===== src/hdl/bfpa_pkg.sv =====
// Shared types and constants for the best-fit page allocator.
`timescale 1ns / 1ps

package bfpa_pkg;

    localparam int ADDR_W   = 48;
    localparam int PAGES_W  = 32;
    localparam int CFG_W    = 5;
    localparam int ENTRY_W  = 4;
    localparam int REGION_W = 4;
    localparam int LOW_W    = 32;

    typedef enum logic [1:0] {
        STATUS_ALLOC   = 2'd0,
        STATUS_NOFIT   = 2'd1,
        STATUS_WRITTEN = 2'd2
    } status_t;

    typedef enum logic {
        OP_WRITE = 1'b0,
        OP_ALLOC = 1'b1
    } op_t;

    typedef enum logic [1:0] {
        S_IDLE,
        S_SCAN,
        S_MUL,
        S_DONE
    } state_t;

    typedef struct packed {
        logic [ADDR_W-1:0]  base;
        logic [PAGES_W-1:0] total;
        logic [PAGES_W-1:0] used;
        logic               persistent;
        logic               special;
    } region_t;

    typedef struct packed {
        logic               stop;
        logic               better;
        logic [PAGES_W-1:0] gap;
    } eval_t;

    typedef struct packed {
        logic                fire;
        status_t             status;
        logic [ADDR_W-1:0]   addr;
        logic [REGION_W-1:0] region;
    } result_t;

endpackage


===== src/hdl/bfpa_table.sv =====
// Region table memory: one write port, one registered read port.
`timescale 1ns / 1ps

module bfpa_table #(
    parameter int DEPTH = 16,
    parameter int IDX_W = 4
) (
    input  logic               clk,
    input  logic               we,
    input  logic [IDX_W-1:0]   waddr,
    input  bfpa_pkg::region_t  wdata,
    input  logic [IDX_W-1:0]   raddr,
    output bfpa_pkg::region_t  rdata
);

    bfpa_pkg::region_t mem [DEPTH];
    bfpa_pkg::region_t rdata_reg;

    always_ff @(posedge clk)
    begin
        if (we)
        begin
            mem[waddr] <= wdata;
        end
    end

    always_ff @(posedge clk)
    begin
        rdata_reg <= mem[raddr];
    end

    assign rdata = rdata_reg;

endmodule


===== src/hdl/bfpa_eval.sv =====
// Shared fit unit: free pages, leftover and best-so-far compare for one entry.
`timescale 1ns / 1ps

module bfpa_eval (
    input  bfpa_pkg::region_t                 entry,
    input  logic [bfpa_pkg::PAGES_W-1:0]      want,
    input  logic                              low,
    input  logic                              found,
    input  logic [bfpa_pkg::PAGES_W-1:0]      best_gap,
    output bfpa_pkg::eval_t                   result
);

    logic [bfpa_pkg::PAGES_W-1:0] avail;
    logic [bfpa_pkg::PAGES_W-1:0] gap;
    logic                         fits;
    logic                         low_stop;
    logic                         usable;

    always_comb
    begin
        // used above total counts as no free pages
        avail    = (entry.used > entry.total) ? '0 : entry.total - entry.used;
        fits     = (avail >= want);
        gap      = avail - want;
        low_stop = low && (|entry.base[bfpa_pkg::ADDR_W-1:bfpa_pkg::LOW_W]);
        usable   = !entry.persistent && !entry.special && fits;

        result.stop   = low_stop;
        result.better = !low_stop && usable && (!found || (gap < best_gap));
        result.gap    = gap;
    end

endmodule


===== src/hdl/bfpa_seq.sv =====
// Sequencer: write handling, table scan, best tracking and write-back.
`timescale 1ns / 1ps

module bfpa_seq #(
    parameter int REGIONS    = 16,
    parameter int PAGE_BYTES = 4096,
    parameter int IDX_W      = 4,
    parameter int CNT_W      = 5
) (
    input  logic                               clk,
    input  logic                               rst_n,
    input  logic                               start,
    input  logic                               op,
    input  logic [bfpa_pkg::ENTRY_W-1:0]       entry_index,
    input  bfpa_pkg::region_t                  entry_in,
    input  logic [bfpa_pkg::PAGES_W-1:0]       page_count,
    input  logic                               low_only,
    input  logic [bfpa_pkg::CFG_W-1:0]         region_count,
    output logic                               busy,
    // table ports
    output logic                               mem_we,
    output logic [IDX_W-1:0]                   mem_waddr,
    output bfpa_pkg::region_t                  mem_wdata,
    output logic [IDX_W-1:0]                   mem_raddr,
    input  bfpa_pkg::region_t                  mem_rdata,
    // fit unit
    output logic [bfpa_pkg::PAGES_W-1:0]       ev_want,
    output logic                               ev_low,
    output logic                               ev_found,
    output logic [bfpa_pkg::PAGES_W-1:0]       ev_best_gap,
    input  bfpa_pkg::eval_t                    ev_result,
    output bfpa_pkg::result_t                  result
);

    localparam logic [bfpa_pkg::ADDR_W-1:0] PAGE_MULT = bfpa_pkg::ADDR_W'(PAGE_BYTES);

    bfpa_pkg::state_t state_reg, state_next;

    logic [CNT_W-1:0]             ptr_reg, ptr_next;
    logic [CNT_W-1:0]             limit_reg, limit_next;
    logic [IDX_W-1:0]             eval_idx_reg, eval_idx_next;
    logic                         pend_reg, pend_next;
    logic                         stop_reg, stop_next;
    logic                         found_reg, found_next;
    logic [IDX_W-1:0]             best_idx_reg, best_idx_next;
    logic [bfpa_pkg::PAGES_W-1:0] best_gap_reg, best_gap_next;
    bfpa_pkg::region_t            best_reg, best_next;
    logic [bfpa_pkg::PAGES_W-1:0] want_reg, want_next;
    logic                         low_reg, low_next;
    logic [bfpa_pkg::ADDR_W-1:0]  prod_reg, prod_next;

    logic                         issue;
    logic                         idx_ok;

    always_ff @(posedge clk or negedge rst_n)
    begin
        if (!rst_n)
        begin
            state_reg <= bfpa_pkg::S_IDLE;
            pend_reg  <= 1'b0;
            stop_reg  <= 1'b0;
            found_reg <= 1'b0;
        end
        else
        begin
            state_reg <= state_next;
            pend_reg  <= pend_next;
            stop_reg  <= stop_next;
            found_reg <= found_next;
        end
    end

    always_ff @(posedge clk)
    begin
        ptr_reg      <= ptr_next;
        limit_reg    <= limit_next;
        eval_idx_reg <= eval_idx_next;
        best_idx_reg <= best_idx_next;
        best_gap_reg <= best_gap_next;
        best_reg     <= best_next;
        want_reg     <= want_next;
        low_reg      <= low_next;
        prod_reg     <= prod_next;
    end

    assign ev_want     = want_reg;
    assign ev_low      = low_reg;
    assign ev_found    = found_reg;
    assign ev_best_gap = best_gap_reg;
    assign mem_raddr   = ptr_reg[IDX_W-1:0];
    assign busy        = (state_reg != bfpa_pkg::S_IDLE);
    assign idx_ok      = (32'(entry_index) < REGIONS);

    always_comb
    begin
        state_next    = state_reg;
        ptr_next      = ptr_reg;
        limit_next    = limit_reg;
        eval_idx_next = eval_idx_reg;
        pend_next     = 1'b0;
        stop_next     = stop_reg;
        found_next    = found_reg;
        best_idx_next = best_idx_reg;
        best_gap_next = best_gap_reg;
        best_next     = best_reg;
        want_next     = want_reg;
        low_next      = low_reg;
        prod_next     = prod_reg;
        issue         = 1'b0;

        mem_we    = 1'b0;
        mem_waddr = IDX_W'(entry_index);
        mem_wdata = entry_in;

        result.fire   = 1'b0;
        result.status = bfpa_pkg::STATUS_NOFIT;
        result.addr   = '0;
        result.region = '0;

        unique case (state_reg)
            bfpa_pkg::S_IDLE:
            begin
                if (start)
                begin
                    if (op == bfpa_pkg::OP_WRITE)
                    begin
                        mem_we        = idx_ok;
                        result.fire   = 1'b1;
                        result.status = bfpa_pkg::STATUS_WRITTEN;
                    end
                    else
                    begin
                        want_next  = page_count;
                        low_next   = low_only;
                        limit_next = (32'(region_count) > REGIONS) ?
                                     CNT_W'(REGIONS) : CNT_W'(region_count);
                        ptr_next   = '0;
                        stop_next  = 1'b0;
                        found_next = 1'b0;
                        state_next = bfpa_pkg::S_SCAN;
                    end
                end
            end

            bfpa_pkg::S_SCAN:
            begin
                // read entry ptr this cycle, judge it the next
                issue = (ptr_reg < limit_reg) && !stop_reg;
                if (issue)
                begin
                    pend_next     = 1'b1;
                    eval_idx_next = ptr_reg[IDX_W-1:0];
                    ptr_next      = ptr_reg + 1'b1;
                end

                if (pend_reg && !stop_reg)
                begin
                    if (ev_result.stop)
                    begin
                        stop_next = 1'b1;
                    end
                    else if (ev_result.better)
                    begin
                        found_next    = 1'b1;
                        best_idx_next = eval_idx_reg;
                        best_gap_next = ev_result.gap;
                        best_next     = mem_rdata;
                    end
                end

                if (!issue && !pend_reg)
                begin
                    if (found_reg)
                    begin
                        state_next = bfpa_pkg::S_MUL;
                    end
                    else
                    begin
                        result.fire   = 1'b1;
                        result.status = bfpa_pkg::STATUS_NOFIT;
                        state_next    = bfpa_pkg::S_IDLE;
                    end
                end
            end

            bfpa_pkg::S_MUL:
            begin
                prod_next  = bfpa_pkg::ADDR_W'(best_reg.used) * PAGE_MULT;
                state_next = bfpa_pkg::S_DONE;
            end

            bfpa_pkg::S_DONE:
            begin
                mem_we         = 1'b1;
                mem_waddr      = best_idx_reg;
                mem_wdata      = best_reg;
                mem_wdata.used = best_reg.used + want_reg;
                result.fire    = 1'b1;
                result.status  = bfpa_pkg::STATUS_ALLOC;
                result.addr    = best_reg.base + prod_reg;
                result.region  = bfpa_pkg::REGION_W'(best_idx_reg);
                state_next     = bfpa_pkg::S_IDLE;
            end

            default:
            begin
                state_next = bfpa_pkg::S_IDLE;
            end
        endcase
    end

endmodule


===== src/hdl/best_fit_page_allocator.sv =====
// Top level of the best-fit page allocator.
//
// Usage: a command channel (start/busy) takes one item when start is high
// and busy is low. op selects a table write or a page allocation. Every item
// gives exactly one result, shown for one cycle with done high; the receiver
// cannot stall it, so it must take it in that cycle.
// A write item loads one region entry (an index past the table is dropped)
// and answers status "written" on the cycle after it is taken; busy stays low,
// so writes can be issued back to back.
// An allocation scans entries 0 .. min(region_count, REGIONS)-1 through the
// region memory, one entry a cycle; the shared fit unit judges each entry
// in the cycle after its read. The low memory limit can end the scan early.
// When nothing fits, the result shows once the scan ends; when a region is
// chosen, state S_MUL forms the page offset and S_DONE writes the entry
// back and gives the result. The read port and one fit unit set the pace.
// busy is high from the cycle after an allocation is taken until its result
// is shown. region_count is to be written through cfg_we/cfg_wdata while
// idle; the block does not enforce this. Reset clears region_count and the
// control state; the region table holds garbage until written.
`timescale 1ns / 1ps

module best_fit_page_allocator #(
    parameter int REGIONS    = 16,
    parameter int PAGE_BYTES = 4096
) (
    input  logic                              clk,
    input  logic                              rst_n,
    // command channel
    input  logic                              start,
    output logic                              busy,
    input  logic                              op,
    input  logic [bfpa_pkg::ENTRY_W-1:0]      entry_index,
    input  logic [bfpa_pkg::ADDR_W-1:0]       entry_base,
    input  logic [bfpa_pkg::PAGES_W-1:0]      entry_total_pages,
    input  logic [bfpa_pkg::PAGES_W-1:0]      entry_used_pages,
    input  logic                              entry_persistent,
    input  logic                              entry_special,
    input  logic [bfpa_pkg::PAGES_W-1:0]      page_count,
    input  logic                              low_only,
    // region_count register
    input  logic                              cfg_we,
    input  logic [bfpa_pkg::CFG_W-1:0]        cfg_wdata,
    // result channel
    output logic                              done,
    output logic [1:0]                        status,
    output logic [bfpa_pkg::ADDR_W-1:0]       alloc_address,
    output logic [bfpa_pkg::REGION_W-1:0]     chosen_region
);

    localparam int IDX_W = (REGIONS > 1) ? $clog2(REGIONS) : 1;
    localparam int CNT_W = $clog2(REGIONS + 1);

    logic [bfpa_pkg::CFG_W-1:0]    region_count_reg;
    logic                          done_reg;
    bfpa_pkg::status_t             status_reg;
    logic [bfpa_pkg::ADDR_W-1:0]   addr_reg;
    logic [bfpa_pkg::REGION_W-1:0] region_reg;

    bfpa_pkg::region_t             entry_in;
    bfpa_pkg::result_t             result;

    logic                          mem_we;
    logic [IDX_W-1:0]              mem_waddr;
    bfpa_pkg::region_t             mem_wdata;
    logic [IDX_W-1:0]              mem_raddr;
    bfpa_pkg::region_t             mem_rdata;

    logic [bfpa_pkg::PAGES_W-1:0]  ev_want;
    logic                          ev_low;
    logic                          ev_found;
    logic [bfpa_pkg::PAGES_W-1:0]  ev_best_gap;
    bfpa_pkg::eval_t               ev_result;
    logic                          seq_busy;

    always_comb
    begin
        entry_in.base       = entry_base;
        entry_in.total      = entry_total_pages;
        entry_in.used       = entry_used_pages;
        entry_in.persistent = entry_persistent;
        entry_in.special    = entry_special;
    end

    // config register
    always_ff @(posedge clk or negedge rst_n)
    begin
        if (!rst_n)
        begin
            region_count_reg <= '0;
        end
        else if (cfg_we)
        begin
            region_count_reg <= cfg_wdata;
        end
    end

    // result register: one-cycle strobe
    always_ff @(posedge clk or negedge rst_n)
    begin
        if (!rst_n)
        begin
            done_reg <= 1'b0;
        end
        else
        begin
            done_reg <= result.fire;
        end
    end

    always_ff @(posedge clk)
    begin
        status_reg <= result.status;
        addr_reg   <= result.addr;
        region_reg <= result.region;
    end

    assign done          = done_reg;
    assign status        = status_reg;
    assign alloc_address = addr_reg;
    assign chosen_region = region_reg;
    assign busy          = seq_busy;

    bfpa_table #(
        .DEPTH (REGIONS),
        .IDX_W (IDX_W)
    ) u_table (
        .clk   (clk),
        .we    (mem_we),
        .waddr (mem_waddr),
        .wdata (mem_wdata),
        .raddr (mem_raddr),
        .rdata (mem_rdata)
    );

    bfpa_eval u_eval (
        .entry    (mem_rdata),
        .want     (ev_want),
        .low      (ev_low),
        .found    (ev_found),
        .best_gap (ev_best_gap),
        .result   (ev_result)
    );

    bfpa_seq #(
        .REGIONS    (REGIONS),
        .PAGE_BYTES (PAGE_BYTES),
        .IDX_W      (IDX_W),
        .CNT_W      (CNT_W)
    ) u_seq (
        .clk          (clk),
        .rst_n        (rst_n),
        .start        (start),
        .op           (op),
        .entry_index  (entry_index),
        .entry_in     (entry_in),
        .page_count   (page_count),
        .low_only     (low_only),
        .region_count (region_count_reg),
        .busy         (seq_busy),
        .mem_we       (mem_we),
        .mem_waddr    (mem_waddr),
        .mem_wdata    (mem_wdata),
        .mem_raddr    (mem_raddr),
        .mem_rdata    (mem_rdata),
        .ev_want      (ev_want),
        .ev_low       (ev_low),
        .ev_found     (ev_found),
        .ev_best_gap  (ev_best_gap),
        .ev_result    (ev_result),
        .result       (result)
    );

endmodule


===== config.mk =====
export PLATFORM = sky130hd
export DESIGN_NAME = best_fit_page_allocator
export DESIGN_NICKNAME = d
export VERILOG_FILES = /design/src/hdl/bfpa_pkg.sv /design/src/hdl/bfpa_table.sv /design/src/hdl/bfpa_eval.sv /design/src/hdl/bfpa_seq.sv /design/src/hdl/best_fit_page_allocator.sv
export SDC_FILE = /design/constraint.sdc
export NUM_CORES = 2
export LEC_CHECK = 0
export BUFFER_PORTS_ARGS = -buffer_cell sky130_fd_sc_hd__buf_2
export CELL_PAD_IN_SITES_DETAIL_PLACEMENT = 0
export CELL_PAD_IN_SITES_GLOBAL_PLACEMENT = 1
export CORE_UTILIZATION = 40
export CTS_CLUSTER_DIAMETER = 80
export DETAILED_ROUTE_END_ITERATION = 8
export PLACE_DENSITY = 0.58
export SLEW_MARGIN = 20
export SYNTH_ARGS = -nofsm -noshare
export SYNTH_HDL_FRONTEND = slang
export SYNTH_SLANG_ARGS = --single-unit

===== constraint.sdc =====
create_clock -name clk -period 25.3 [get_ports clk]
set_input_delay 5.06 -clock clk [delete_from_list [all_inputs] [get_ports clk]]
set_output_delay 5.06 -clock clk [all_outputs]
set_load 0.05 [all_outputs]

==> run metrics <==
Die Area=0.223 mm^2; Slowest-stage cell, CP=buf_4; Clk Latency, worst-skew pair=0.88 ns; skew final=0.0444 ns; Hold Path Depth=0; DP Area=0.0935 mm^2; R2R setup slack=15.93 ns; Reg area=0.0653 mm^2; slew of the pin with the lowest slew margin=1.07 ns; worst r2r src=u_table.rdata[34]$_DFF_P_; # resized after CTS=0; CTS Buffer Depth=3; post-route setup slack=15.93 ns; Hold Crit Class=flip-flop to flip-flop; initial antenna violation count=39; r2r endpoint=u_seq.best_reg[41]$_DFFE_PP_; leading cell types in the layout, fill and taps excluded=edfxtp_1, mux4_2, clkbuf_16, buf_2, dfxtp_1; Worst R2R Path Depth=35; CTS tree=yes; Achievable Freq=107 MHz; Final Hold Fails=0; IO Port Bufs=216; Startpoint Class=flip-flop; area of the multi-input gates=0.0222 mm^2; Sw Ratio=30.9%; H-Tree Depth=4; vias per cell=5.56; DP HPWL=137000 um; Mapped Area=0.0885 mm^2; layout cells sized above 1=27.7%; Worst path max stage delay=0.77 ns; fin area=0.101 mm^2; Setup Buffers After CTS=0; Post-Route WL=236000 um; CTS root buf=clkbuf_16; max-cap violation count=0; Async SR Flop Fraction=0.493%; number of global-route vias before repair=44086; Hold Path Sink=u_seq.best_reg[81]$_DFFE_PP_; number of synthesized flops with an enable pin=2053; Setup Viol. Count Final=0; DRC errors left=0; GRT Total Usage=21.1%; TNS Setup=0 ns; leading cell type in the layout, fill and taps excluded=edfxtp_1; power density over the cells=112 mW/mm^2; unrepaired setup endpoints after global routing=false; Post-Syn Nets=4657; max reg flops=1824; num ports=217; minimum clock period=9.37 ns; area grow syn2layout=14.3%; fillers=18485; Die Height=472 um; iteration-0 DRC count of the detailed router=4258; YS warnings=0; Sequential Power Share=39.1%; total gr overflow=0; routed len/inst=30.0 um; core area=0.220 mm^2; Seq/Total Area, Yosys=73.8%; initial core utilization=40.3%; CTS Sinks=2232; Clock power frac=29.6%; Tot Pwr=11400 uW; critical path class=flip-flop to flip-flop; ratio of final minimum period to clock period=37.0%; Hold-fix buffers, CTS=0; Syn Inst Count=4325; VDD IR max=0.0916 mV; vias post-DR=43799; Critical Path AT=9.84 ns; Crit path required time=25.78 ns; Worst-path clk slew=0.06 ns; ys flop type=edfxtp_1; LEAKAGE=0.0334 uW; TritonRoute pass-1 iters=5; #FFs+latches synth=2232; Final Wtd Congestion=0.830; # rows=172; DP Worst Slack=15.75 ns; CTS buffer count=230; largest net degree at the start of global routing=118; Sw Pwr=3510 uW; Netlist cell types=92; global-route wire length before repair=332000 um; P_int=7850 uW; min-delay src=u_table.rdata[81]$_DFF_P_; Slew Limit Fails=0; CP max FO=103; combinational fraction of design power=31.3%; relative slew slack=29.0%; syn_area_per_cell=20.5 um^2; fin nets=5028; ANT nets after route=0; crit end category=flip-flop; Chip Width=472 um; status=complete, no violations
-- Yosys cell counts, types with 6 or more instances --
cell type  instances  area, um^2
nor2b_1           24         150
o211ai_1           8        60.1
a21o_1            76         571
nand4_1           17         106
inv_1            143         537
clkbuf_1         107         402
and2_1            20         125
edfxtp_1        2053       61600
or3_1              7        43.8
nand2_1           71         267
o31ai_1            6        45.0
nor3_1            29         145
nor2_1           152         571
a211oi_1          26         195
a31oi_1           17         106
o21a_1            15         113
a2111oi_0          7        61.3
mux4_2           570       12800
dfxtp_1          168        3360
nand2b_1          19         119
o21bai_1          17         128
xor2_1            42         368
buf_1             47         176
ha_1             167        2090
and3_1            12        75.1
nor4_1             8        50.1
nand3_1           33         165
xnor2_1           65         569
dfrtp_1           11         275
a21oi_1          108         541
o21ai_0           64         320
mux2_2           104        1170
-- metrics by stage --
stage	hold slack [ns]	std cells	utilization (%)
2_1_floorplan	0.386	4325	-
3_3_place_gp	0.387	7421	42.6
3_5_place_dp	0.389	7421	42.6
4_1_cts	0.404	7854	46.0
5_1_grt	0.412	7860	46.0
6_report	0.404	7871	46.0
-- power by group through the flow --
stage / combinational, uW / sequential, uW / clock, uW
final: 3550 / 4450 / 3360
after global routing: 3880 / 4460 / 3570
after detailed placement: 3590 / 4530 / 0
after CTS: 3600 / 4450 / 3440
after global placement: 3600 / 4520 / 0
after floorplan: 2640 / 4480 / 0
-- kinds of logic after synthesis --
| group | Yosys count | synth area share, % |
|---|---|---|
| buf+inv | 304 | 1.32 |
| simple gates | 419 | 2.30 |
| mux | 676 | 15.9 |
| flops | 2232 | 73.8 |
| fa+ha+maj | 171 | 2.45 |
| compound gates | 416 | 3.22 |
| xor+xnor | 107 | 1.06 |
-- metal layers --
| layer | GRT usage (%) | part of all wire (%) | vias up |
|---|---|---|---|
| li1 | - | - | 18550 |
| met1 | 30.9 | 45 | 23566 |
| met2 | 32.5 | 46 | 1384 |
| met3 | 3.82 | 6.3 | 295 |
| met4 | 5.53 | 2.3 | 4 |
| met5 | 0 | 0.012 | - |
-- final cells by class --
type                    instances  share of cell area, %
clock buffers                 309                   6.13
inverters                     143                  0.531
repair buffers                300                   1.81
clock inverters               124                   1.35
diodes                         16                 0.0396
flip-flops and latches       2232                   64.6
well taps                    2958                   3.66
multi-input cells            1789                   21.9
-- critical path, delay by kind of cell (launching register included) --
family | cells | cell delay [ns]
buffers and inverters | 5 | 1.86
and+or+nand+nor | 6 | 0.78
AOI/OAI and AO/OA | 19 | 4.69
adders and majority gates | 5 | 1.18
DFF | 1 | 0.31
-- how the worst max path moves through the flow --
stage | end | slack [ns] | startpoint
2_1_floorplan | u_seq.best_idx_reg[0]$_DFFE_PP_ | 11.44 | u_table.rdata[34]$_DFF_P_
3_3_place_gp | u_table.mem[12][68]$_DFFE_PP_ | 15.82 | op
3_5_place_dp | u_table.mem[12][68]$_DFFE_PP_ | 15.75 | op
4_1_cts | u_seq.best_reg[46]$_DFFE_PP_ | 15.83 | u_table.rdata[34]$_DFF_P_
5_1_grt | u_seq.best_reg[41]$_DFFE_PP_ | 15.09 | u_table.rdata[34]$_DFF_P_
6_report | u_seq.best_reg[41]$_DFFE_PP_ | 15.93 | u_table.rdata[34]$_DFF_P_
Note: power is estimated with default switching activity, not from simulation.
